==> config.mk <==
export PLATFORM = sky130hd
export DESIGN_NAME = hsv_to_argb_convert_core
export DESIGN_NICKNAME = d
export VERILOG_FILES = /design/src/hsva_pkg.sv /design/src/hsva_datapath.sv /design/src/hsv_to_argb_convert_core.sv
export SDC_FILE = /design/constraint.sdc
export NUM_CORES = 1
export LEC_CHECK = 0
export ABC_AREA = 1
export BUFFER_PORTS_ARGS = -buffer_cell sky130_fd_sc_hd__buf_2
export CAP_MARGIN = 0
export CORE_MARGIN = 8
export CORE_UTILIZATION = 36
export DETAILED_ROUTE_END_ITERATION = 6
export PLACE_DENSITY = 0.6
export SLEW_MARGIN = 0
export SYNTH_ARGS = -nofsm -noshare
export SYNTH_HDL_FRONTEND = slang
export SYNTH_SLANG_ARGS = --single-unit
==> constraint.sdc <==
create_clock -name clock -period 7 [get_ports clock]
set_clock_uncertainty 0.2 [all_clocks]
set_input_delay 0.7 -clock clock [delete_from_list [all_inputs] [get_ports clock]]
set_output_delay 0.7 -clock clock [all_outputs]
set_load 0.03 [all_outputs]
==> src/hsva_pkg.sv <==
// ----------------------------------------------------------------------------
// HSV to ARGB conversion package
// Shared widths, constants and types of the HSV to ARGB conversion core.
// ----------------------------------------------------------------------------
package hsva_pkg;

   // Field widths fixed by the interface.
   localparam int HUE_W  = 13;
   localparam int SV_W   = 9;
   localparam int WORD_W = 32;
   localparam int CHAN_W = 8;

   // Default fixed-point formats.
   localparam int HUE_FRAC_BITS_DEF = 4;
   localparam int UNIT_BITS_DEF     = 8;

   // Degrees in one hue sector.
   localparam int SECTOR_DEG = 60;

   localparam logic [CHAN_W-1:0] ALPHA_ONE = 8'h01;
   localparam logic [CHAN_W-1:0] CHAN_MAX  = 8'hff;

   // The secondary channel is divided by 60 in two steps: a two-bit shift and
   // a division by 15, done as a multiplication by ceil(2^16 / 15). The
   // reciprocal is exact for every quotient below 3840, which is also where
   // the channel saturates.
   localparam int XA_W        = 12;
   localparam int XA_LIMIT    = 3840;
   localparam int DIV15_W     = 13;
   localparam int DIV15_SHIFT = 16;
   localparam logic [DIV15_W-1:0] DIV15_MUL = 13'd4370;

   typedef enum logic [2:0] {
      SECT_RED_YELLOW,
      SECT_YELLOW_GREEN,
      SECT_GREEN_CYAN,
      SECT_CYAN_BLUE,
      SECT_BLUE_MAGENTA,
      SECT_MAGENTA_RED
   } sector_type;

   // Load enables of the five datapath register stages.
   typedef struct packed {
      logic s1;
      logic s2;
      logic s3;
      logic s4;
      logic s5;
   } stage_en_type;

endpackage

==> src/hsva_datapath.sv <==
// ----------------------------------------------------------------------------
// HSV to ARGB datapath
// Five register stages: sector decode, products, channel scaling, secondary
// channel scaling, and channel ordering with word packing.
// ----------------------------------------------------------------------------
module hsva_datapath #(
   parameter int HUE_FRAC_BITS = hsva_pkg::HUE_FRAC_BITS_DEF,
   parameter int UNIT_BITS     = hsva_pkg::UNIT_BITS_DEF
) (
   input  logic                        clock,
   input  hsva_pkg::stage_en_type      stage_en,
   input  logic [hsva_pkg::HUE_W-1:0]  hue,
   input  logic [hsva_pkg::SV_W-1:0]   saturation,
   input  logic [hsva_pkg::SV_W-1:0]   brightness,
   output logic [hsva_pkg::WORD_W-1:0] color_word
);

   localparam int HW  = (HUE_FRAC_BITS + 9 < hsva_pkg::HUE_W) ?
                        HUE_FRAC_BITS + 9 : hsva_pkg::HUE_W;
   localparam int SW  = (UNIT_BITS + 1 < hsva_pkg::SV_W) ? UNIT_BITS + 1 : hsva_pkg::SV_W;
   localparam int HCW = HUE_FRAC_BITS + 10;
   localparam int P   = hsva_pkg::SECTOR_DEG << HUE_FRAC_BITS;
   localparam int U   = 1 << UNIT_BITS;
   localparam int UP  = P << UNIT_BITS;
   localparam int TW  = HUE_FRAC_BITS + 7;
   localparam int DW  = HUE_FRAC_BITS + 6;
   localparam int SDW = SW + DW;
   localparam int MW  = UNIT_BITS + 2;
   localparam int VSW = SW + 1 + MW;
   localparam int MPW = VSW + 8;
   localparam int CPW = SW + 8;
   localparam int EW  = HUE_FRAC_BITS + UNIT_BITS + 8;
   localparam int VEW = SW + 1 + EW;
   localparam int NW  = VEW + 8;
   localparam int XSH = 2 * UNIT_BITS + HUE_FRAC_BITS + 2;
   localparam int QW  = hsva_pkg::XA_W + hsva_pkg::DIV15_W;
   localparam int CW  = hsva_pkg::CHAN_W;

   // ---------------- Stage 1: sector decode ----------------
   logic [HCW-1:0]       h_x;
   logic [HCW-1:0]       base_x;
   logic                 oor_s1_in;
   hsva_pkg::sector_type sect_s1_in;

   logic                 oor_s1_ff;
   hsva_pkg::sector_type sect_s1_ff;
   logic [TW-1:0]        t_s1_ff;
   logic [SW-1:0]        sat_s1_ff;
   logic [SW-1:0]        bri_s1_ff;

   always_comb begin
      h_x       = HCW'(hue[HW-1:0]);
      oor_s1_in = (h_x > HCW'(6 * P));
      // Each sector owns its upper bound.
      if (h_x <= HCW'(P)) begin
         sect_s1_in = hsva_pkg::SECT_RED_YELLOW;
      end else if (h_x <= HCW'(2 * P)) begin
         sect_s1_in = hsva_pkg::SECT_YELLOW_GREEN;
      end else if (h_x <= HCW'(3 * P)) begin
         sect_s1_in = hsva_pkg::SECT_GREEN_CYAN;
      end else if (h_x <= HCW'(4 * P)) begin
         sect_s1_in = hsva_pkg::SECT_CYAN_BLUE;
      end else if (h_x <= HCW'(5 * P)) begin
         sect_s1_in = hsva_pkg::SECT_BLUE_MAGENTA;
      end else begin
         sect_s1_in = hsva_pkg::SECT_MAGENTA_RED;
      end
      // A hue on an even sector boundary lands at 2P instead of 0 here;
      // both give the same distance from P.
      if (h_x <= HCW'(2 * P)) begin
         base_x = '0;
      end else if (h_x <= HCW'(4 * P)) begin
         base_x = HCW'(2 * P);
      end else begin
         base_x = HCW'(4 * P);
      end
   end

   always_ff @(posedge clock) begin
      if (stage_en.s1) begin
         oor_s1_ff  <= oor_s1_in;
         sect_s1_ff <= sect_s1_in;
         t_s1_ff    <= TW'(h_x - base_x);
         sat_s1_ff  <= saturation[SW-1:0];
         bri_s1_ff  <= brightness[SW-1:0];
      end
   end

   // ---------------- Stage 2: products ----------------
   logic [DW-1:0]         hue_gap;
   logic [SDW-1:0]        sd_s2_in;
   logic signed [MW-1:0]  um;
   logic signed [VSW-1:0] vus_s2_in;
   logic [CPW-1:0]        cprod;
   logic [CPW-1:0]        cq;
   logic [CW-1:0]         cm_s2_in;

   logic                  oor_s2_ff;
   hsva_pkg::sector_type  sect_s2_ff;
   logic [SW-1:0]         bri_s2_ff;
   logic [SDW-1:0]        sd_s2_ff;
   logic signed [VSW-1:0] vus_s2_ff;
   logic [CW-1:0]         cm_s2_ff;

   always_comb begin
      hue_gap = (t_s1_ff >= TW'(P)) ? DW'(t_s1_ff - TW'(P)) : DW'(TW'(P) - t_s1_ff);
      sd_s2_in  = SDW'(sat_s1_ff) * SDW'(hue_gap);
      um        = MW'(U) - MW'(sat_s1_ff);
      vus_s2_in = VSW'($signed({1'b0, bri_s1_ff})) * VSW'(um);
      // The strongest channel is c + m = v.
      cprod     = CPW'(bri_s1_ff) * CPW'(255);
      cq        = cprod >> UNIT_BITS;
      cm_s2_in  = (cq > CPW'(255)) ? hsva_pkg::CHAN_MAX : cq[CW-1:0];
   end

   always_ff @(posedge clock) begin
      if (stage_en.s2) begin
         oor_s2_ff  <= oor_s1_ff;
         sect_s2_ff <= sect_s1_ff;
         bri_s2_ff  <= bri_s1_ff;
         sd_s2_ff   <= sd_s2_in;
         vus_s2_ff  <= vus_s2_in;
         cm_s2_ff   <= cm_s2_in;
      end
   end

   // ---------------- Stage 3: offset channel and secondary product ----------------
   logic signed [EW-1:0]  e_val;
   logic signed [VEW-1:0] ve_s3_in;
   logic signed [MPW-1:0] mprod;
   logic signed [MPW-1:0] mq;
   logic [CW-1:0]         mm_s3_in;

   logic                  oor_s3_ff;
   hsva_pkg::sector_type  sect_s3_ff;
   logic [CW-1:0]         cm_s3_ff;
   logic [CW-1:0]         mm_s3_ff;
   logic signed [VEW-1:0] ve_s3_ff;

   always_comb begin
      // x + m = v * (U*P - s*gap) over U*U*P.
      e_val    = EW'(UP) - EW'(sd_s2_ff);
      ve_s3_in = VEW'($signed({1'b0, bri_s2_ff})) * VEW'(e_val);
      mprod    = (MPW'(vus_s2_ff) <<< 8) - MPW'(vus_s2_ff);
      mq       = mprod >>> (2 * UNIT_BITS);
      if (mprod <= MPW'(0)) begin
         mm_s3_in = '0;
      end else if (mq > MPW'(255)) begin
         mm_s3_in = hsva_pkg::CHAN_MAX;
      end else begin
         mm_s3_in = mq[CW-1:0];
      end
   end

   always_ff @(posedge clock) begin
      if (stage_en.s3) begin
         oor_s3_ff  <= oor_s2_ff;
         sect_s3_ff <= sect_s2_ff;
         cm_s3_ff   <= cm_s2_ff;
         mm_s3_ff   <= mm_s3_in;
         ve_s3_ff   <= ve_s3_in;
      end
   end

   // ---------------- Stage 4: secondary channel, power-of-two part ----------------
   logic signed [NW-1:0]        n_val;
   logic signed [NW-1:0]        a_val;
   logic [hsva_pkg::XA_W-1:0]   xa_s4_in;
   logic                        xsat_s4_in;

   logic                        oor_s4_ff;
   hsva_pkg::sector_type        sect_s4_ff;
   logic [CW-1:0]               cm_s4_ff;
   logic [CW-1:0]               mm_s4_ff;
   logic [hsva_pkg::XA_W-1:0]   xa_s4_ff;
   logic                        xsat_s4_ff;

   always_comb begin
      n_val = (NW'(ve_s3_ff) <<< 8) - NW'(ve_s3_ff);
      a_val = n_val >>> XSH;
      if (n_val <= NW'(0)) begin
         xa_s4_in   = '0;
         xsat_s4_in = 1'b0;
      end else if (a_val >= NW'(hsva_pkg::XA_LIMIT)) begin
         xa_s4_in   = '0;
         xsat_s4_in = 1'b1;
      end else begin
         xa_s4_in   = a_val[hsva_pkg::XA_W-1:0];
         xsat_s4_in = 1'b0;
      end
   end

   always_ff @(posedge clock) begin
      if (stage_en.s4) begin
         oor_s4_ff  <= oor_s3_ff;
         sect_s4_ff <= sect_s3_ff;
         cm_s4_ff   <= cm_s3_ff;
         mm_s4_ff   <= mm_s3_ff;
         xa_s4_ff   <= xa_s4_in;
         xsat_s4_ff <= xsat_s4_in;
      end
   end

   // ---------------- Stage 5: divide by 15, order channels, pack ----------------
   logic [QW-1:0]              qprod;
   logic [CW-1:0]              xm;
   logic [CW-1:0]              red;
   logic [CW-1:0]              green;
   logic [CW-1:0]              blue;
   logic [hsva_pkg::WORD_W-1:0] color_s5_in;
   logic [hsva_pkg::WORD_W-1:0] color_s5_ff;

   always_comb begin
      qprod = QW'(xa_s4_ff) * QW'(hsva_pkg::DIV15_MUL);
      xm    = xsat_s4_ff ? hsva_pkg::CHAN_MAX : qprod[hsva_pkg::DIV15_SHIFT +: CW];
      case (sect_s4_ff)
         hsva_pkg::SECT_RED_YELLOW: begin
            red = cm_s4_ff; green = xm;       blue = mm_s4_ff;
         end
         hsva_pkg::SECT_YELLOW_GREEN: begin
            red = xm;       green = cm_s4_ff; blue = mm_s4_ff;
         end
         hsva_pkg::SECT_GREEN_CYAN: begin
            red = mm_s4_ff; green = cm_s4_ff; blue = xm;
         end
         hsva_pkg::SECT_CYAN_BLUE: begin
            red = mm_s4_ff; green = xm;       blue = cm_s4_ff;
         end
         hsva_pkg::SECT_BLUE_MAGENTA: begin
            red = xm;       green = mm_s4_ff; blue = cm_s4_ff;
         end
         default: begin
            red = cm_s4_ff; green = mm_s4_ff; blue = xm;
         end
      endcase
      color_s5_in = oor_s4_ff ? '0 : {hsva_pkg::ALPHA_ONE, red, green, blue};
   end

   always_ff @(posedge clock) begin
      if (stage_en.s5) begin
         color_s5_ff <= color_s5_in;
      end
   end

   assign color_word = color_s5_ff;

endmodule

==> src/hsv_to_argb_convert_core.sv <==
// ----------------------------------------------------------------------------
// HSV to ARGB conversion core
// Converts one pixel's hue, saturation and value into a packed ARGB word.
// ----------------------------------------------------------------------------
// The core takes one pixel word per clock unless a stall on the result side
// holds its input side, and returns one color word per pixel, in order. When
// the result side is not stalled, a pixel passes through the five register
// stages in order, the first of which loads at the accepting edge. The stages
// are sector decode, the saturation and offset products, the scaling of
// the strongest and weakest channels, the power-of-two part of the
// secondary channel scaling, and a reciprocal divide by 15 followed by
// channel ordering.
// Each stage holds its own valid bit, so a stall on the result side fills
// empty stages first and only then holds the input side; nothing is dropped
// or repeated. Hue is in 1/2^HUE_FRAC_BITS degree steps and saturation and
// value use 2^UNIT_BITS as 1.0. A hue beyond 360 degrees gives an all-zero
// word, alpha included; otherwise alpha reads 1 and each color channel is
// floor(255 * level), saturated to the 0..255 range.
module hsv_to_argb_convert_core #(
   parameter int HUE_FRAC_BITS = hsva_pkg::HUE_FRAC_BITS_DEF,
   parameter int UNIT_BITS     = hsva_pkg::UNIT_BITS_DEF
) (
   input  logic                        clock,
   input  logic                        reset,
   input  logic                        req_valid,
   output logic                        req_ready,
   input  logic [hsva_pkg::HUE_W-1:0]  req_hue,
   input  logic [hsva_pkg::SV_W-1:0]   req_saturation,
   input  logic [hsva_pkg::SV_W-1:0]   req_brightness,
   output logic                        rsp_valid,
   input  logic                        rsp_ready,
   output logic [hsva_pkg::WORD_W-1:0] rsp_color_word
);

   localparam int NSTAGE = 5;

   // Valid bit of each register stage; the last one is the output word.
   logic [NSTAGE-1:0]      vld_ff;
   logic [NSTAGE-1:0]      vld_in;
   logic [NSTAGE-1:0]      stage_rdy;
   logic [NSTAGE-1:0]      vld_prev;
   hsva_pkg::stage_en_type stage_en;

   // A stage can load when it is empty or when the stage after it moves on.
   always_comb begin
      stage_rdy[NSTAGE-1] = !vld_ff[NSTAGE-1] || rsp_ready;
      for (int k = NSTAGE - 2; k >= 0; k--) begin
         stage_rdy[k] = !vld_ff[k] || stage_rdy[k+1];
      end
      vld_prev = {vld_ff[NSTAGE-2:0], req_valid};
      for (int k = 0; k < NSTAGE; k++) begin
         vld_in[k] = stage_rdy[k] ? vld_prev[k] : vld_ff[k];
      end
      // Data registers only load when a real word moves in.
      stage_en.s1 = stage_rdy[0] && vld_prev[0];
      stage_en.s2 = stage_rdy[1] && vld_prev[1];
      stage_en.s3 = stage_rdy[2] && vld_prev[2];
      stage_en.s4 = stage_rdy[3] && vld_prev[3];
      stage_en.s5 = stage_rdy[4] && vld_prev[4];
   end

   always_ff @(posedge clock) begin
      if (reset) begin
         vld_ff <= '0;
      end else begin
         vld_ff <= vld_in;
      end
   end

   assign req_ready = stage_rdy[0];
   assign rsp_valid = vld_ff[NSTAGE-1];

   hsva_datapath #(
      .HUE_FRAC_BITS (HUE_FRAC_BITS),
      .UNIT_BITS     (UNIT_BITS)
   ) u_datapath (
      .clock      (clock),
      .stage_en   (stage_en),
      .hue        (req_hue),
      .saturation (req_saturation),
      .brightness (req_brightness),
      .color_word (rsp_color_word)
   );

endmodule

==> impl_metrics.csv, run 1 <==
group,metric,value,unit
critical_path,crit-reg2reg-launch,"u_datapath.sd_s2_ff[1]",
finish,layout-drive-gt1-share,6.38,%
clock_network,cts_tree,"yes",
global_route,grt_max_degree,61,
logic_synthesis,syn_area_per_cell,7.95,um^2
route,viasPerCell,4.69,
sta,hold_viol,0,
logic_synthesis,ys_top_cells_by_area,"fa_1 22%, edfxtp_1 22%, ha_1 14%, inv_1 11%, nand2_1 10%",
critical_path,r2r_slack,0.30,ns
clock_network,ctsHoldBuffers,0,
critical_path,cp.arrival,6.78,ns
clock_network,cts_buffer_depth,3,
sta,finalSetupViolCount,0,
sta,period_needed,6.70,ns
floorplanning,die_h,294,um
critical_path,critPathMaxFanout,6,
finish,diodes,0,
clock_network,clock-sinks,206,
critical_path,crit_type,"register to register",
run_status,status,"finished, final reports clean",
sta,rsz0062_at_grt,"true",
critical_path,startpoint_type,"register",
global_route,antenna_found_initial,2,
worst_hold_path,hold_depth,1,
worst_hold_path,hold_class,"input port to register",
floorplanning,core,0.0771,mm^2
placed_design,gp_congestion,0.921,
critical_path,crit_required,7.08,ns
clock_network,cts.htree.levels,1,
logic_synthesis,synth_top_area_share,21.8,%
floorplanning,die_x,294,um
critical_path,r2r_end,"u_datapath.ve_s3_ff[28]",
route,vias,21900,
finish,final_nets,4260,
logic_synthesis,synth_edf_count,201,
sta,fin_crit_sh,95.6,%
global_route,grt_pass1_vias,22200,
logic_synthesis,yosysSeqAreaShare,22.0,%
placed_design,hpwl,55500,um
clock_network,clk_latency,0.55,ns
sta,tightest_slew,1.18,ns
clock_network,numCtsBuffers,26,
logic_synthesis,synth_cell_types,52,
logic_synthesis,ys_ff_latch,206,
route,drc,0,
route,drtIter0Drc,1210,
clock_network,cts_root_buffer,"clkbuf_16",
flow_run,cap_viol_max_count,0,
critical_path,cpPeakStageDelay,0.55,ns
route,wl_per_cell,14.0,um
sta,tns,0,ns
floorplanning,initial_utilization,36.2,%
logic_synthesis,ys.warnings.count,0,
sta,slew_viol_final,0,
global_route,grt_pass1_wl,110000,um
route,firstDrtPassIters,5,
route,ant_nets,0,
critical_path,critPathMostFrequentCell,"nand2_1",
sta,relSlewSlack,21.4,%
logic_synthesis,netlist_instances,3510,
global_route,grt_util_all_layers,15.2,%
critical_path,critPathCaptureType,"register",
floorplanning,dieArea,0.0867,mm^2
logic_synthesis,yosysTopAreaCell,"fa_1",
route,wl,65200,um
logic_synthesis,synth-main-ff-cell,"edfxtp_1",
logic_synthesis,async_flop_share,0,%
finish,syn_to_final_growth,10.1,%
sta,timing.fmax,149,MHz
floorplanning,row_count,102,
worst_hold_path,min_to,"u_datapath.bri_s1_ff[1]",
placed_design,portBuffers,61,
critical_path,critPathSlowestCell,"fa_1",
clock_network,clkTransAtPathRegs,0.06,ns
critical_path,r2r_cells,29,
worst_hold_path,hp-start,"req_brightness[1]",
floorplanning,boundaryPins,69,
global_route,overflow,0,
logic_synthesis,netlist_area,0.0279,mm^2
-- logic make-up after synthesis --
group / share of synthesized area [%]
DFF: 22.0
buffers and inverters: 11.9
other: 0.0134
and+or+nand+nor: 20.1
AOI/OAI and AO/OA: 6.64
adders and majority gates: 36.1
xor gates and xnor gates: 3.30
-- area by class of cell --
cell class / instances / area, um^2
Multi-Input combinational cell: 2436 / 18600
Clock inverter: 22 / 318
Tap cell: 1040 / 1300
Clock buffer: 26 / 651
Inverter: 829 / 3120
Timing Repair Buffer: 103 / 621
Sequential cell: 206 / 6140
Fill cell: 7899 / 46400
-- placed cells by master (no fill, tap or decap), drive strengths merged, types with 2 or more instances in the layout --
| cell | instances |
|---|---|
| o311ai | 3 |
| dfxtp | 5 |
| a21o | 11 |
| nand3 | 95 |
| nand3b | 4 |
| nand2 | 784 |
| or3 | 2 |
| nand4 | 49 |
| nor4 | 4 |
| o21ai | 94 |
| o211ai | 4 |
| clkinvlp | 3 |
| clkbuf | 26 |
| buf | 103 |
| o31ai | 4 |
| a21oi | 163 |
| o41ai | 2 |
| or2 | 9 |
| xnor2 | 37 |
| o21bai | 12 |
| a22oi | 12 |
| bufinv | 7 |
| a21boi | 2 |
| clkinv | 15 |
| fa | 304 |
| xor2 | 68 |
| and2 | 4 |
| nor2 | 375 |
| conb | 7 |
| ha | 319 |
| a31o | 3 |
| edfxtp | 201 |
| inv | 826 |
| a31oi | 19 |
| nor3 | 40 |
-- how the worst max path moves through the flow --
stage                      startpoint                      end  slack [ns]  cells after the start
2_1_floorplan  u_datapath.sd_s2_ff[0]  u_datapath.ve_s3_ff[27]        0.50                     31
3_3_place_gp   u_datapath.sd_s2_ff[0]  u_datapath.ve_s3_ff[27]        0.24                     31
3_5_place_dp   u_datapath.sd_s2_ff[1]  u_datapath.ve_s3_ff[26]        0.11                     28
4_1_cts        u_datapath.sd_s2_ff[1]  u_datapath.ve_s3_ff[26]        0.12                     28
5_1_grt        u_datapath.sd_s2_ff[1]  u_datapath.ve_s3_ff[28]       -0.05                     29
6_report       u_datapath.sd_s2_ff[1]  u_datapath.ve_s3_ff[28]        0.30                     29
-- stage by stage --
| step | hold WS, ns | worst slack [ns] | utilization [%] | std cells | area [um^2] |
|---|---|---|---|---|---|
| 2_1_floorplan | 0.200 | 0.496 | - | 3516 | 27900 |
| 4_1_cts | 0.0918 | 0.116 | 39.7 | 4660 | 30600 |
| 6_report | 0.125 | 0.305 | 39.9 | 4662 | 30700 |
| 3_5_place_dp | 0.205 | 0.107 | 38.5 | 4612 | 29600 |
| 3_3_place_gp | 0.201 | 0.237 | 38.5 | 4612 | 29600 |
| 5_1_grt | 0.0883 | -0.0515 | 39.9 | 4662 | 30700 |
-- Yosys cell counts, types with 2 or more instances --
library cell / n
inv_1: 815
nand2_1: 773
nor2_1: 353
ha_1: 319
fa_1: 304
edfxtp_1: 201
a21oi_1: 163
nand3_1: 93
o21ai_0: 92
xor2_1: 68
nand4_1: 49
nor3_1: 39
xnor2_1: 37
clkbuf_1: 34
nor2_2: 20
a31oi_1: 19
a22oi_1: 12
o21bai_1: 12
a21o_1: 11
nand2_2: 11
inv_2: 9
buf_4: 7
or2_2: 7
clkinv_1: 5
dfxtp_1: 5
and2_1: 4
nand3b_1: 4
nor4_1: 4
o211ai_1: 4
o31ai_1: 4
o311ai_0: 3
a21boi_0: 2
a31o_2: 2
buf_1: 2
nand3_2: 2
nor2_4: 2
o21ai_1: 2
o41ai_1: 2
or3_1: 2
-- metal layers --
layer / share of wire [%] / up-vias / GRT usage, % / wire, um
met1: 47 / 10200 / 20.4 / 30400
met5: 0.020 / - / 0 / 13
met2: 46 / 451 / 25.8 / 30200
met3: 4.4 / 100 / 1.93 / 2860
li1: - / 11100 / - / -
met4: 2.7 / 2 / 3.81 / 1750
-- state kept, by name (all words and copies together), names as in the netlist, 5 cells and up --
signal                 cells
u_datapath.ve_s3_ff       30
u_datapath.color_word     25
u_datapath.vus_s2_ff      20
u_datapath.sd_s2_ff       19
u_datapath.xa_s4_ff       12
u_datapath.t_s1_ff        11
u_datapath.bri_s1_ff       9
u_datapath.bri_s2_ff       9
u_datapath.sat_s1_ff       9
u_datapath.cm_s2_ff        8
u_datapath.cm_s3_ff        8
u_datapath.cm_s4_ff        8
u_datapath.mm_s3_ff        8
u_datapath.mm_s4_ff        8
vld_ff                     5
-- repair_timing --
action / 4_1_cts / 5_1_grt
endpoints found under the setup margin: 0 / 16
setup buffers: 0 / 2
resized for setup: 0 / 36
-- critical path: cells and delay by family (launching register included) --
family	cells	cell delay [ns]
adders and majority gates	7	3.08
and+or+nand+nor	11	1.33
AOI/OAI and AO/OA	4	0.79
buffers and inverters	6	0.51
DFF	1	0.40
xor gates and xnor gates	1	0.11
Power of run 1 is not shown: default switching activity piles up to over one toggle a cycle in this logic, so the estimate is an artifact.
==> run 2: changes to the inputs <==
==> constraint.sdc (replaced) <==
create_clock -name clock -period 6.1 [get_ports clock]
set_clock_uncertainty 0.2 [all_clocks]
set_input_delay 0.61 -clock clock [delete_from_list [all_inputs] [get_ports clock]]
set_output_delay 0.61 -clock clock [all_outputs]
set_load 0.03 [all_outputs]
==> run 2 against run 1 <==
Against the previous run:
- critical path type unchanged
- setup slack got worse by 0.36 ns
- clock-buffer cell count did not move
- register-to-register slack got worse by 0.36 ns
- via count rose by 3.4%
- worst hold slack got worse by 0.078 ns
- cell area rose by 7.8%
- the flow now finishes with violations (setup timing)
- sequential share of layout area fell by 1.5 points
- global-route usage barely moved
- critical path depth fell by 2
==> impl_metrics.csv, run 2 (synthesis results as in run 1) <==
group,metric,value,unit
sta,tightest_slew,1.17,ns
critical_path,cpPeakStageDelay,0.58,ns
critical_path,critPathMostFrequentCell,"fa_1",
finish,largest_reg_flops,30,
finish,syn_to_final_growth,18.7,%
route,drtIter0Drc,1214,
worst_hold_path,hp-start,"req_brightness[5]",
finish,final_cells,4872,
critical_path,crit_type,"register to register",
critical_path,critPathSlowestCell,"fa_1",
floorplanning,initial_utilization,36.2,%
finish,final_core_utilization,43.0,%
floorplanning,core,0.0771,mm^2
clock_network,numCtsBuffers,24,
finish,final_nets,4474,
sta,period_needed,6.16,ns
placed_design,gp_congestion,0.915,
sta,fin_ws,-0.0592,ns
global_route,grt_util_all_layers,15.2,%
finish,mostFrequentLayoutCell,"inv_1",
clock_network,clk_latency,0.54,ns
flow_run,cap_viol_max_count,0,
clock_network,cts.htree.levels,1,
route,drc,0,
sta,hold_viol,0,
global_route,grt_pass1_vias,22700,
run_status,violations,"setup timing",
floorplanning,row_count,102,
clock_network,clock-sinks,206,
critical_path,crit_required,6.17,ns
placed_design,hpwl,56800,um
global_route,grt_pass1_wl,110000,um
route,viasPerCell,4.64,
clock_network,ctsHoldBuffers,0,
sta,relSlewSlack,22.2,%
critical_path,crit-reg2reg-launch,"u_datapath.sd_s2_ff[1]",
critical_path,startpoint_type,"register",
clock_network,clkTransAtPathRegs,0.06,ns
route,wl,66800,um
floorplanning,dieArea,0.0867,mm^2
global_route,antenna_found_initial,0,
route,vias,22600,
finish,num-fill-cells,7799,
sta,finalSetupViolCount,4,
critical_path,critPathCaptureType,"register",
clock_network,cts_buffer_depth,3,
sta,timing.fmax,162,MHz
sta,rsz0062_at_grt,"true",
critical_path,setup.worst_path.start,"u_datapath.sd_s2_ff[1]",
critical_path,critPathMaxFanout,4,
worst_hold_path,hold_class,"input port to register",
placed_design,dp_cells,4809,
finish,diodes,0,
placed_design,pre_cts_slack,-0.232,ns
run_status,status,"complete, but fails checks",
finish,largest-register,"u_datapath.ve_s3_ff",
finish,layout-drive-gt1-share,15.7,%
floorplanning,boundaryPins,69,
sta,fin_crit_sh,101,%
sta,slew_viol_final,0,
clock_network,cts_tree,"yes",
finish,layout_common_cells,"784 x inv_1, 744 x nand2_1, 330 x nor2_1",
global_route,overflow,0,
floorplanning,die_h,294,um
global_route,grt_max_degree,61,
route,wl_per_cell,13.7,um
floorplanning,die_x,294,um
route,ant_nets,0,
placed_design,portBuffers,61,
clock_network,cts_root_buffer,"clkbuf_16",
critical_path,cp.arrival,6.23,ns
route,firstDrtPassIters,5,
-- run 2: repair_timing --
item | CTS | global route
gates resized for setup | 49 | 159
buffers inserted | 6 | 17
pin swaps | 45 | 81
endpoints found under the setup margin | 17 | 32
-- run 2: critical path: cells and delay by family (launching register included) --
kind / cells / cell delay, ns
AND/OR/NAND/NOR: 13 / 1.53
flip-flops: 1 / 0.39
buffers and inverters: 4 / 0.29
XOR/XNOR: 1 / 0.10
adder cells (fa/ha/maj): 7 / 3.06
AO/OA/AOI/OAI: 2 / 0.31
-- run 2: final timing paths --
check / end / slack [ns] / cells past startpoint
hold / removal: u_datapath.bri_s1_ff[5] / 0.05 / 1
setup / recovery: u_datapath.ve_s3_ff[28] / -0.06 / 27
setup reg to reg: u_datapath.ve_s3_ff[28] / -0.06 / 27
hold reg to reg: u_datapath.mm_s4_ff[3] / 0.21 / 0
-- run 2: metal layers --
layer  global-route usage, %  up-vias  part of all wire, %
met5                       0        -                    0
met2                    26.8      419                   48
li1                        -    11500                    -
met4                    3.12        0                  2.1
met3                    1.47       80                  3.4
met1                    20.1    10600                   46
-- run 2: per-stage QoR --
stage               setup TNS [ns]  area [um^2]  hold slack [ns]
finish                      -0.137        33100           0.0475
global route                 -4.49        33100           0.0241
CTS                        -0.0480        32400           0.0229
detailed placement           -1.80        31300            0.205
global placement            -0.593        31300            0.201
floorplan                  -0.0158        28100            0.200
-- run 2: final cells by class --
| cell class | instances | area (um^2) | share of cell area (%) |
|---|---|---|---|
| timing repair buffer | 319 | 2280 | 6.87 |
| sequential | 206 | 6140 | 18.5 |
| clock buffer | 26 | 608 | 1.84 |
| multi-input combinational | 2436 | 19500 | 58.7 |
| clock inverter | 16 | 224 | 0.676 |
| tap | 1040 | 1300 | 3.93 |
| inverter | 829 | 3120 | 9.43 |
Power of run 2 is left out for the same reason.
==> run 3: changes to the inputs <==
--- a/config.mk
+++ b/config.mk
@@ -11,7 +11,7 @@
 export CORE_MARGIN = 8
 export CORE_UTILIZATION = 36
 export DETAILED_ROUTE_END_ITERATION = 6
-export PLACE_DENSITY = 0.6
+export PLACE_DENSITY = 0.58
 export SLEW_MARGIN = 0
 export SYNTH_ARGS = -nofsm -noshare
 export SYNTH_HDL_FRONTEND = slang
==> constraint.sdc (replaced) <==
create_clock -name clock -period 7.7 [get_ports clock]
set_clock_uncertainty 0.2 [all_clocks]
set_input_delay 0.77 -clock clock [delete_from_list [all_inputs] [get_ports clock]]
set_output_delay 0.77 -clock clock [all_outputs]
set_load 0.03 [all_outputs]
==> run 3 against run 2 <==
Against the previous run:
- the run now ends clean
- sequential share of layout area is 1.7 points higher
- worst hold slack better by 0.14 ns
- cell count is 4.9% lower
- non-clock buffer count is 243 lower
- core utilization is 3.7 points lower
- critical path type unchanged
- largest cell class unchanged
==> impl_metrics.csv, run 3 (synthesis results as in run 1) <==
group,metric,value,unit
critical_path,cp_top_family,"adder cells",
global_route,grt_pass1_wl,109000,um
route,wl_per_cell,14.0,um
floorplanning,initial_utilization,36.2,%
sta,tightest_slew,1.16,ns
clock_network,ctsHoldBuffers,0,
critical_path,path_buf_inv,6,
critical_path,cpPeakStageDelay,0.56,ns
critical_path,critPathCaptureType,"register",
sta,fin_crit_sh,93.9,%
clock_network,cts_setup_buffers,0,
clock_network,cts.htree.levels,1,
critical_path,critPathMaxFanout,11,
placed_design,portBuffers,61,
clock_network,cts_resized,0,
clock_network,clock-sinks,206,
sta,relSlewSlack,22.8,%
worst_hold_path,hold_class,"input port to register",
critical_path,crit_type,"register to register",
floorplanning,row_count,102,
global_route,overflow,0,
finish,syn_to_final_growth,8.54,%
sta,timing.fmax,138,MHz
clock_network,clk_latency,0.56,ns
sta,tns,0,ns
sta,slew_viol_final,0,
placed_design,hpwl,54900,um
placed_design,pre_cts_slack,0.485,ns
critical_path,crit_required,7.82,ns
finish,final_cells,4632,
finish,diodes,0,
critical_path,cp.arrival,7.35,ns
clock_network,cts_buffer_depth,3,
finish,largest-register,"u_datapath.ve_s3_ff",
global_route,grt_max_degree,61,
route,ant_nets,0,
route,wl,65000,um
sta,rsz0062_at_grt,"false",
sta,fin_hold_ws,0.186,ns
finish,mostFrequentLayoutCell,"inv_1",
clock_network,cts_tree,"yes",
global_route,grt_pass1_vias,22000,
floorplanning,core,0.0771,mm^2
sta,finalSetupViolCount,0,
finish,final_nets,4232,
critical_path,startpoint_type,"register",
route,vias,21800,
floorplanning,die_h,294,um
route,drtIter0Drc,1351,
sta,hold_viol,0,
finish,layout-drive-gt1-share,4.79,%
sta,fin_ws,0.470,ns
critical_path,critPathSlowestCell,"edfxtp_1",
placed_design,gp_congestion,0.902,
global_route,antenna_found_initial,1,
finish,layout_common_cells,"814 x inv_1, 773 x nand2_1, 350 x nor2_1",
floorplanning,boundaryPins,69,
clock_network,numCtsBuffers,25,
floorplanning,dieArea,0.0867,mm^2
floorplanning,die_x,294,um
finish,largest_reg_flops,30,
placed_design,dp_cells,4587,
clock_network,clkTransAtPathRegs,0.07,ns
flow_run,cap_viol_max_count,0,
run_status,status,"finished, final reports clean",
global_route,grt_util_all_layers,15.1,%
critical_path,critPathMostFrequentCell,"inv_1",
clock_network,cts_root_buffer,"clkbuf_16",
route,viasPerCell,4.70,
route,firstDrtPassIters,6,
sta,period_needed,7.23,ns
route,drc,0,
[run 3: per-layer routing]
metal,up-vias,track usage (%),part of all wire [%]
li1,11000,-,-
met1,10200,20.7,48
met2,426,25.6,46
met3,99,1.56,3.9
met4,0,3.70,2.7
met5,-,0,0
[run 3: area by class of cell]
cell class	instances	area, um^2
Inverter	829	3110
Multi-Input combinational cell	2436	18500
Timing Repair Buffer	76	418
Tap cell	1040	1300
Sequential cell	206	6140
Clock inverter	10	134
Fill cell	7965	46800
Clock buffer	35	693
[run 3: path summary, 6_finish.rpt]
path / endpoint / slack [ns] / from / depth (start not counted)
hold reg to reg: u_datapath.cm_s4_ff[0] / 0.21 / u_datapath.cm_s3_ff[0] / 0
hold / removal: u_datapath.sat_s1_ff[3] / 0.19 / req_saturation[3] / 1
setup reg to reg: u_datapath.ve_s3_ff[27] / 0.47 / u_datapath.sd_s2_ff[0] / 30
setup / recovery: u_datapath.ve_s3_ff[27] / 0.47 / u_datapath.sd_s2_ff[0] / 30
[run 3: stage by stage]
stage               utilization [%]  cell area, um^2
finish                         39.3            30300
global route                   39.3            30300
CTS                            39.3            30300
detailed placement             38.2            29500
global placement               38.2            29500
floorplan                         -            27900
Power of run 3 is left out for the same reason.
